--- config.mk ---
export PLATFORM = sky130hd
export DESIGN_NAME = rmrlp_ctrl
export DESIGN_NICKNAME = d
export VERILOG_FILES = /design/src/design/rmrlp_pkg.sv /design/src/design/rmrlp_ctrl.sv
export SDC_FILE = /design/constraint.sdc
export NUM_CORES = 1
export LEC_CHECK = 0
export ABC_CLOCK_PERIOD_IN_PS = 2400
export BUFFER_PORTS_ARGS = -buffer_cell sky130_fd_sc_hd__buf_2
export CAP_MARGIN = 20
export CORE_UTILIZATION = 50
export CTS_CLUSTER_SIZE = 24
export DETAILED_ROUTE_END_ITERATION = 12
export GPL_TIMING_DRIVEN = 0
export PLACE_DENSITY = 0.82
export SETUP_SLACK_MARGIN = 0.5
export SLEW_MARGIN = 20
export SYNTH_ARGS = -nofsm -noshare
export SYNTH_HDL_FRONTEND = slang
export SYNTH_SLANG_ARGS = --single-unit
--- constraint.sdc ---
create_clock -name clk -period 2.4 [get_ports clk]
set_input_delay 0.36 -clock clk [delete_from_list [all_inputs] [get_ports clk]]
set_output_delay 0.36 -clock clk [all_outputs]
set_load 0.02 [all_outputs]
--- src/design/rmrlp_pkg.sv ---
`timescale 1ns / 1ps

package rmrlp_pkg;

  // panel and store geometry
  localparam int PANEL_SHORT = 480;
  localparam int PANEL_LONG  = 800;
  localparam int ROW_BYTES   = 100;
  localparam int STORE_BYTES = 48000;

  // field widths
  localparam int XY_W     = 12;
  localparam int SIZE_W   = 10;
  localparam int BADDR_W  = 16;
  localparam int REQ_W    = 3;
  localparam int MARGIN_W = 8;
  localparam int BYTE_W   = 8;
  localparam int CFG_IDX_W = 2;

  // internal widths
  localparam int COORD_W = 14;  // holds any offset coordinate incl. margin
  localparam int CNT_W   = 12;  // run length minus one
  localparam int ADDR_W  = $clog2(STORE_BYTES);
  localparam int PX_W    = $clog2(PANEL_SHORT);
  localparam int PY_W    = $clog2(PANEL_LONG);
  localparam int IDX_MAX = (PANEL_SHORT - 1) * ROW_BYTES + (PANEL_LONG - 1) / 8;
  localparam int IDX_W   = $clog2(IDX_MAX + 1);
  localparam int WIDE_W  = (IDX_W > ADDR_W) ? IDX_W : ADDR_W;

  // configuration register indexes
  localparam logic [CFG_IDX_W-1:0] CFG_MARGIN_LEFT = 2'd0;
  localparam logic [CFG_IDX_W-1:0] CFG_MARGIN_TOP  = 2'd1;

  localparam logic [MARGIN_W-1:0] MARGIN_LEFT_RST = 8'd10;
  localparam logic [MARGIN_W-1:0] MARGIN_TOP_RST  = 8'd11;

  typedef enum logic [REQ_W-1:0] {
    REQ_PIXEL   = 3'd0,
    REQ_LINE    = 3'd1,
    REQ_OUTLINE = 3'd2,
    REQ_FILL    = 3'd3,
    REQ_INVERT  = 3'd4,
    REQ_READ    = 3'd5
  } req_t;

  typedef enum logic [2:0] {
    SEG_PIXEL  = 3'd0,
    SEG_LINE   = 3'd1,
    SEG_TOP    = 3'd2,
    SEG_BOTTOM = 3'd3,
    SEG_LEFT   = 3'd4,
    SEG_RIGHT  = 3'd5,
    SEG_FILL   = 3'd6
  } seg_t;

  typedef struct packed {
    logic load;
    logic invert;
    logic seg_load;
    seg_t seg;
    logic addr_stage;
    logic pix_read;
    logic pix_write;
    logic advance;
    logic byte_read;
    logic byte_capture;
    logic res_load;
    logic res_status;
    logic res_read;
    logic clear_write;
  } dp_cmd_t;

  typedef struct packed {
    logic clr_last;
    logic is_diag;
    logic rect_empty;
    logic pix_ok;
    logic pix_last;
  } dp_stat_t;

endpackage

--- src/design/rmrlp_ctrl.sv ---
`timescale 1ns / 1ps

module rmrlp_ctrl (
  input  logic                          clk,
  input  logic                          rst,
  input  logic                          in_valid,
  output logic                          in_ready,
  input  logic [rmrlp_pkg::REQ_W-1:0]   req_type,
  output logic                          out_valid,
  input  logic                          out_ready,
  input  rmrlp_pkg::dp_stat_t           stat,
  output rmrlp_pkg::dp_cmd_t            cmd
);

  import rmrlp_pkg::*;

  typedef enum logic [7:0] {
    S_CLEAR  = 8'b0000_0001,
    S_IDLE   = 8'b0000_0010,
    S_SEG    = 8'b0000_0100,
    S_ADDR   = 8'b0000_1000,
    S_READ   = 8'b0001_0000,
    S_WRITE  = 8'b0010_0000,
    S_RDREQ  = 8'b0100_0000,
    S_DONE   = 8'b1000_0000
  } state_t;

  state_t     state, state_next;
  req_t       op, op_next;
  logic [1:0] seg_idx, seg_idx_next;
  logic       diag, diag_next;
  logic       rd_wait, rd_wait_next;
  logic       out_valid_next;

  // state after the last pixel of a run
  state_t     seg_end_state;
  logic [1:0] seg_end_idx;

  always_comb begin
    if (op == REQ_OUTLINE && seg_idx != 2'd3) begin
      seg_end_state = S_SEG;
      seg_end_idx   = seg_idx + 2'd1;
    end else begin
      seg_end_state = S_DONE;
      seg_end_idx   = seg_idx;
    end
  end

  always_comb begin
    state_next   = state;
    op_next      = op;
    seg_idx_next = seg_idx;
    diag_next    = diag;
    rd_wait_next = 1'b0;
    cmd          = '0;
    cmd.seg      = SEG_PIXEL;
    case (state)
      S_CLEAR: begin
        cmd.clear_write = 1'b1;
        if (stat.clr_last) begin
          state_next = S_IDLE;
        end
      end
      S_IDLE: begin
        if (in_valid) begin
          cmd.load     = 1'b1;
          op_next      = req_t'(req_type);
          seg_idx_next = 2'd0;
          diag_next    = 1'b0;
          case (req_t'(req_type))
            REQ_PIXEL, REQ_LINE, REQ_OUTLINE, REQ_FILL: state_next = S_SEG;
            REQ_INVERT: begin
              cmd.invert = 1'b1;
              state_next = S_DONE;
            end
            REQ_READ: state_next = S_RDREQ;
            default:  state_next = S_DONE;
          endcase
        end
      end
      S_SEG: begin
        case (op)
          REQ_LINE: cmd.seg = SEG_LINE;
          REQ_FILL: cmd.seg = SEG_FILL;
          REQ_OUTLINE: begin
            case (seg_idx)
              2'd0:    cmd.seg = SEG_TOP;
              2'd1:    cmd.seg = SEG_BOTTOM;
              2'd2:    cmd.seg = SEG_LEFT;
              default: cmd.seg = SEG_RIGHT;
            endcase
          end
          default: cmd.seg = SEG_PIXEL;
        endcase
        if (op == REQ_LINE && stat.is_diag) begin
          diag_next  = 1'b1;
          state_next = S_DONE;
        end else if ((op inside {REQ_OUTLINE, REQ_FILL}) && stat.rect_empty) begin
          state_next = S_DONE;
        end else begin
          cmd.seg_load = 1'b1;
          state_next   = S_ADDR;
        end
      end
      S_ADDR: begin
        cmd.addr_stage = 1'b1;
        if (stat.pix_ok) begin
          state_next = S_READ;
        end else begin
          cmd.advance = 1'b1;
          if (stat.pix_last) begin
            state_next   = seg_end_state;
            seg_idx_next = seg_end_idx;
          end
        end
      end
      S_READ: begin
        cmd.pix_read = 1'b1;
        state_next   = S_WRITE;
      end
      S_WRITE: begin
        cmd.pix_write = 1'b1;
        cmd.advance   = 1'b1;
        if (stat.pix_last) begin
          state_next   = seg_end_state;
          seg_idx_next = seg_end_idx;
        end else begin
          state_next = S_ADDR;
        end
      end
      S_RDREQ: begin
        if (rd_wait) begin
          cmd.byte_capture = 1'b1;
          state_next       = S_DONE;
        end else begin
          cmd.byte_read = 1'b1;
          rd_wait_next  = 1'b1;
        end
      end
      S_DONE: begin
        if (!out_valid || out_ready) begin
          cmd.res_load   = 1'b1;
          cmd.res_status = diag;
          cmd.res_read   = (op == REQ_READ);
          state_next     = S_IDLE;
        end
      end
      default: state_next = S_IDLE;
    endcase
  end

  always_comb begin
    if (cmd.res_load) begin
      out_valid_next = 1'b1;
    end else if (out_ready) begin
      out_valid_next = 1'b0;
    end else begin
      out_valid_next = out_valid;
    end
  end

  always_ff @(posedge clk) begin
    if (rst) begin
      state     <= S_CLEAR;
      op        <= REQ_PIXEL;
      seg_idx   <= 2'd0;
      diag      <= 1'b0;
      rd_wait   <= 1'b0;
      out_valid <= 1'b0;
    end else begin
      state     <= state_next;
      op        <= op_next;
      seg_idx   <= seg_idx_next;
      diag      <= diag_next;
      rd_wait   <= rd_wait_next;
      out_valid <= out_valid_next;
    end
  end

  assign in_ready = (state == S_IDLE);

endmodule

Word-level counts from Yosys, hierarchy flattened. Cells that the tools add are included.

Register bits: 16. Input port bits: 12.

Add/sub/neg operators: 1. Eq/ne operators: 27. Muxes and demuxes: 41. Bitwise gates (word level): 1. Reductions and logical operators: 17.

Operators by type and width (number): $mux W8 (10); $pmux W8 S8 (1); $pmux W3 S3 (2); $pmux W8 S2 (1); $mux W1 (14); $mux W2 (7); $ne A2 B2 Y1 const B (7); $eq A3 B2 Y1 const B (4); $eq A3 B3 Y1 const B (3); $eq A8 B1 Y1 const B (1); $eq A8 B2 Y1 const B (1); $eq A8 B3 Y1 const B (1); $eq A8 B4 Y1 const B (1); $eq A8 B5 Y1 const B (1); $eq A8 B6 Y1 const B (1); $eq A8 B7 Y1 const B (1); $eq A8 B8 Y1 const B (1); $eq A3 B1 Y1 const B (2); $mux W3 (2); $pmux W2 S3 (1); $reduce_and A3 Y1 (2); $reduce_bool A2 Y1 (3); $reduce_and A5 Y1 (1); $mux W4 (1); other kinds (15) (18).

Longest topological paths before layout. Gate-level depths: netlist of run 1.

Word-level depth: 6. Gate-level depth with buffers: 6. Depth with buffers taken out: 6.

Worst setup path after synthesis of run 1. OpenSTA, ideal clock, no wires.

Kind: register -> output. From: reg state[2]. To: out cmd[14] in the netlist's numbering. Arrival time: 1.850 ns. Path slack: 0.190 ns. Stages on the path, launching flop included: 4. Path buffers: 0. Path through: dfxtp_1 nor4_4 nand3_2 nor4b_1.

RTL lines: start, declared (line rmrlp_ctrl.sv:28) `state_t state, state_next;`; start signal, assigned (line rmrlp_ctrl.sv:171) `state <= state_next;`; end, declared (line rmrlp_ctrl.sv:12) `output rmrlp_pkg::dp_cmd_t cmd`.

==> impl_metrics.csv, run 1 <==
group,metric,value,unit
final_layout,fin_area,0.001765,sq mm
route,via_per_inst,6.344,
final_layout,layout-drive-gt1-share,52.97,%
logic_synthesis,syn-cell-area,0.001051,sq mm
final_layout,final_common_cell,"nor2_1",
worst_hold_path,min-delay-path-class,"input port to register",
place,post-place-ws,0.2878,ns
clock_network,root_buffer,"clkbuf_4",
route,ant_nets,0,
final_layout,final_cells,212,
critical_path,path_max_fanout,5,
power_and_ir_drop,p_leak,0.0007615,uW
power_and_ir_drop,swShare,30.32,%
place,globalplace.congestion,0.7866,
floorplanning,core_area,0.001962,sq mm
critical_path,cp_data_arrival_time,1.79,ns
timing,max_slew_margin,65.09,%
place,dp_cells,186,
clock_network,numCtsBuffers,3,
timing,rsz0062_at_grt,"yes",
place,numPortBuffers,29,
timing,final.min_clock_period,2.150,ns
final_layout,fillers,85,
route,num_vias,1345,
floorplanning,die_x,47.85,um
clock_network,clk_latency,0.30,ns
logic_synthesis,postSynthCellCount,130,
route,drc,0,
timing,layout_setup_ws,0.2502,ns
critical_path,critPathKind,"register to primary output",
power_and_ir_drop,power.density,363.1,mW/mm^2
global_routing,grt_max_degree,11,
final_layout,diodes,0,
timing,fin_crit_sh,89.57,%
logic_synthesis,synth-warning-count,0,
timing,finalSetupViolations,0,
critical_path,cp-start-kind,"register",
logic_synthesis,syn-num-nets,146,
floorplanning,ios,30,
logic_synthesis,synth_seq_cells,16,
final_layout,fin_nets,202,
route,topRoutingLayerUsed,"met4",
timing,timing.setup.tns,0,ns
critical_path,cp_top_family,"simple AND/OR/NAND/NOR gates",
global_routing,grt_overflow_total,0,
clock_network,hold_buffers,0,
route,wl_met2,2000,um
logic_synthesis,avgSynthCellArea,8.085,sq um
route,wl_met3,342,um
global_routing,antenna_found_initial,0,
timing,hold_viol_final,0,
clock_network,ctsLongestPathBuffers,2,
floorplanning,rows,16,
timing,timing.fmax,465.2,MHz
route,wl_per_cell,20.25,um
place,place_area,0.001245,sq mm
critical_path,worstPathRequired,2.04,ns
clock_network,cts_max_level,1,
clock_network,path_clk_slew,0.10,ns
logic_synthesis,async_reset_ff_share,0,%
route,met1_length,1619,um
final_layout,regArea,342.8,sq um
place,detailed_place_hpwl,1841,um
global_routing,grt_pass1_wl,5250,um
final_layout,multi_input_area,857.1,sq um
logic_synthesis,yosysSeqAreaShare,30.48,%
run,maxCapViolCount,0,
outcome,status,"finished clean",
power_and_ir_drop,ir_drop,0.3737,mV
logic_synthesis,ys.flop_type,"dfxtp_1",
clock_network,clock_sinks,16,
route,drt_iter0_drc,112,
critical_path,crit_slowest_cell,"nor4b_2",
logic_synthesis,synth.distinct_cells,38,
timing,worst_pin_slew,0.5237,ns
timing,drv_slew,0,
final_layout,final_util,89.99,%
floorplanning,start_util,53.57,%
critical_path,path_buf_inv,3,
power_and_ir_drop,clockPowerShare,28.7,%
route,finalWirelength,4292,um
floorplanning,die_area,0.002289,sq mm
power_and_ir_drop,intPower,446.7,uW
critical_path,cp_slowest_stage_delay,0.39,ns
final_layout,mostFrequentLayoutCells,"nor2_1, buf_6, buf_4",
clock_network,cts_tree,"yes",
power_and_ir_drop,p_seq_share,44.4,%
logic_synthesis,synth_edf_count,0,
global_routing,gr-usage-all-layers,33.38,%
final_layout,area_growth,67.98,%
global_routing,grt_pass1_vias,1140,
power_and_ir_drop,power_frac_comb,26.8,%
timing,skew,0.005406,ns
route,first_pass_iters,4,
floorplanning,die_y,47.85,um
critical_path,cp_cell_sequence,"buf_12 -> nor4b_2 -> nand3_1 -> inv_1 -> buf_2",
critical_path,end_kind,"primary output",
power_and_ir_drop,power.switching,194.3,uW
sequential cells by signal, indices dropped and copies added (netlist names):
name,flops
state,8
out_valid,1
seg_idx,2
op,3
diag,1
rd_wait,1
worst register-to-register path, delay by kind of cell (launching register included):
| family | cells | cell delay (ns) |
|---|---|---|
| AOI/OAI and AO/OA | 1 | 0.44 |
| buffers and inverters | 3 | 0.37 |
| and+or+nand+nor | 3 | 0.43 |
| muxes | 1 | 0.27 |
| DFF | 1 | 0.38 |
power groups by stage:
stage	Clock [uW]	Sequential (uW)	Combinational [uW]
2_1_floorplan	0	287	62.3
3_3_place_gp	0	288	89.3
3_5_place_dp	0	289	91.6
4_1_cts	185	285	115
5_1_grt	200	286	182
6_report	184	285	172
metal layers:
| metal | global-route usage [%] | vias to the layer above |
|---|---|---|
| met5 | 0 | - |
| met4 | 20.00 | 0 |
| met3 | 4.906 | 37 |
| met2 | 54.59 | 101 |
| met1 | 41.12 | 627 |
| li1 | - | 580 |
layout make-up:
type                    count  share of cell area, %
well taps                  27                  1.914
inverters                  10                  2.126
repair buffers             51                  25.09
flip-flops and latches     16                  19.42
multi-input cells         102                  48.55
clock buffers               4                  2.055
plain buffers               2                 0.8505
synth_stat cells, types with 2 or more instances:
cell      count  area [sq um]
ha_1          4         50.05
nor4b_1       4         35.03
mux2i_1       4         40.04
nor3b_1       6         45.04
o211ai_1      2         15.01
nand4_1       2         12.51
nor2b_1       4         25.02
and3_1        5         31.28
nor3_1        2         10.01
nor4_4        2         42.54
and2_1        2         12.51
o21ai_0       2         10.01
a21oi_1       6         30.03
inv_1        10         37.54
dfxtp_1      16         320.3
nor2_1       30         112.6
nand3_1       2         10.01
nand2_1       7         26.28
repair_timing:
action | CTS | global route
buffers inserted | 14 | 8
pin swaps | 13 | 12
endpoints found under the setup margin | 17 | 21
resized for setup | 53 | 32
hold endpoints to repair | 0 | 0
per-stage QoR:
step           power [uW]  hold slack (ns)
3_3_place_gp        377.8           0.4660
2_1_floorplan       349.1           0.4291
6_report            641.0           0.3153
5_1_grt             668.1           0.3103
4_1_cts             584.8           0.2893
3_5_place_dp        380.6           0.5020
logic make-up (layout without fill, tap and decap cells):
logic type               count (synthesis)  count (layout)  synth area share [%]
AND/OR/NAND/NOR                         73              73                 40.24
buffers and inverters                   12              67                 4.643
flip-flops                              16              16                 30.48
multiplexers                             4               4                 3.810
XOR/XNOR                                 1               1                0.8335
AO/OA/AOI/OAI                           20              20                 15.24
adder cells (fa/ha/maj)                  4               4                 4.762
worst paths after layout:
check / startpoint / to / slack, ns / cells after the start
setup reg to reg: state[1] / seg_idx[1] / 0.38 / 8
hold / removal: rst / state[6] / 0.32 / 2
hold reg to reg: diag / diag / 0.53 / 2
setup / recovery: state[1] / cmd[5] / 0.25 / 5
Note: power is estimated with default switching activity, not from simulation.
==> run 2, diff against run 1 <==
--- a/config.mk
+++ b/config.mk
@@ -7,7 +7,8 @@
 export LEC_CHECK = 0
 export ABC_CLOCK_PERIOD_IN_PS = 2400
 export BUFFER_PORTS_ARGS = -buffer_cell sky130_fd_sc_hd__buf_2
-export CAP_MARGIN = 20
+export CAP_MARGIN = 0
+export CORE_ASPECT_RATIO = 1.5
 export CORE_UTILIZATION = 50
 export CTS_CLUSTER_SIZE = 24
 export DETAILED_ROUTE_END_ITERATION = 12
==> impl_metrics.csv, run 2 (synthesis results as in run 1) <==
group,metric,value,unit
global_routing,grt_pass1_vias,989,
route,via_per_inst,5.590,
critical_path,cp-start-kind,"register",
route,ant_nets,0,
place,globalplace.congestion,0.7532,
floorplanning,core_area,0.002002,sq mm
clock_network,cts_tree,"yes",
timing,skew,0.01045,ns
timing,final.min_clock_period,2.047,ns
timing,timing.hold.ws,0.3201,ns
floorplanning,start_util,52.50,%
timing,drv_slew,0,
critical_path,worstPathRequired,2.04,ns
final_layout,largest_reg_flops,8,
final_layout,top_register,"state",
place,detailed_place_hpwl,1809,um
place,post-place-ws,0.3218,ns
final_layout,reg.largest.list,"state x8, op x3, seg_idx x2",
floorplanning,rows,20,
final_layout,fin_nets,196,
global_routing,antenna_found_initial,0,
worst_hold_path,min-delay-path-class,"input port to register",
final_layout,final_common_cell,"nor2_1",
route,first_pass_iters,4,
floorplanning,die_area,0.002293,sq mm
timing,finalSetupViolations,0,
timing,hold_viol_final,0,
critical_path,cp_slowest_stage_delay,0.37,ns
floorplanning,die_x,39.44,um
timing,fin_crit_sh,85.29,%
route,finalWirelength,2786,um
critical_path,crit_slowest_cell,"dfxtp_4",
final_layout,diodes,0,
global_routing,gr-usage-all-layers,25.06,%
power_and_ir_drop,power.density,366.7,mW/mm^2
timing,timing.fmax,488.5,MHz
final_layout,mostFrequentLayoutCells,"nor2_1, buf_4, buf_2",
clock_network,path_clk_slew,0.09,ns
final_layout,layout-drive-gt1-share,40.45,%
critical_path,r2r_end,"seg_idx[0]",
worst_hold_path,min_from,"rst",
floorplanning,die_y,58.15,um
global_routing,grt_overflow_total,0,
critical_path,r2r_slack,0.53,ns
power_and_ir_drop,p_leak,0.0007034,uW
run,maxCapViolCount,0,
outcome,status,"finished clean",
critical_path,cp_cell_sequence,"nor4_4 -> nand4b_1 -> nor2_2 -> nand2_1 -> nor2_1 -> buf_4",
timing,rsz0062_at_grt,"yes",
worst_hold_path,min_to,"state[2]",
clock_network,ctsLongestPathBuffers,2,
floorplanning,ios,30,
critical_path,cp_top_family,"simple AND/OR/NAND/NOR gates",
route,drt_iter0_drc,26,
clock_network,clock_sinks,16,
timing,timing.setup.tns,0,ns
power_and_ir_drop,ir_drop,0.2773,mV
critical_path,end_kind,"primary output",
clock_network,clk_latency,0.29,ns
critical_path,path_max_fanout,5,
clock_network,cts_max_level,1,
critical_path,critPathKind,"register to primary output",
critical_path,ff2ff_path_depth,5,
route,drc,0,
final_layout,area_growth,43.33,%
clock_network,root_buffer,"clkbuf_4",
timing,worst_pin_slew,0.4855,ns
worst_hold_path,whs_path_depth,2,
route,num_vias,1118,
clock_network,numCtsBuffers,3,
global_routing,grt_pass1_wl,4043,um
critical_path,startpoint,"state[6]",
critical_path,cp_data_arrival_time,1.69,ns
timing,max_slew_margin,67.63,%
critical_path,r2r-start,"seg_idx[0]",
global_routing,grt_max_degree,11,
critical_path,path_buf_inv,1,
place,numPortBuffers,29,
timing,layout_setup_ws,0.3530,ns
route,wl_per_cell,13.93,um
==> run 2: cell count changes in the layout (fill, tap and decap cells not counted), moves of 3 or more <==
| cell | delta |
|---|---|
| nor2_1 | +3 |
| dfxtp_1 | +4 |
| dfxtp_4 | -3 |
| nor2_4 | -3 |
| buf_2 | +3 |
| buf_4 | +4 |
| buf_6 | -11 |
==> run 2: how the worst max path moves through the flow <==
stage / end / slack (ns) / cells past startpoint
after floorplan: cmd[11] / 0.54 / 5
after global placement: cmd[11] / 0.35 / 6
after detailed placement: cmd[11] / 0.32 / 6
after CTS: cmd[11] / 0.33 / 6
after global routing: cmd[12] / 0.27 / 6
final: cmd[11] / 0.35 / 6
==> run 2: power breakdown <==
group | switching, uW | internal [uW] | total [uW]
registers | 12.7 | 270 | 283
logic | 64.5 | 64.4 | 129
clock network | 82.5 | 58.4 | 141
total | 160 | 393 | 552
==> run 2: area by class of cell <==
cell class	instances	area (sq um)
tap	22	27.53
inverter	10	37.54
fill	160	495.5
clock buffer	3	22.52
buffer	2	11.26
timing repair buffer	45	327.8
sequential	16	330.3
multi-input combinational	102	749.5
==> run 2: through the flow <==
stage / cells / power (uW) / utilization [%] / instance area (sq um)
after global routing: 200 / 577.1 / 75.25 / 1506
final: 200 / 552.4 / 75.25 / 1506
after CTS: 196 / 533.5 / 72.06 / 1443
after detailed placement: 181 / 379.9 / 61.88 / 1239
after floorplan: 130 / 349.1 / - / 1066
after global placement: 181 / 377.5 / 61.88 / 1239
==> run 2: repair_timing <==
item                                    4_1_cts  5_1_grt
pin swaps                                    10        3
hold buffers                                  0        0
resized for setup                            31        9
setup buffers                                12        4
endpoints found under the hold margin         0        0
endpoints found under the setup margin       16       19
==> run 2: worst reg2reg max path: stages, from the launching register on <==
cell     delay, ns
dfxtp_1       0.36
ha_1          0.25
or4b_1        0.56
o41ai_4       0.30
mux2i_1       0.23
nor2_1        0.05
==> run 2: routing by layer <==
layer	routed length (um)	share of wire [%]	vias up	global-route usage [%]
met5	0	0	-	0
met4	58	2.1	0	10.34
met3	102	3.7	5	3.448
met2	1555	56	35	45.43
met1	1069	38	520	27.05
li1	-	-	558	-
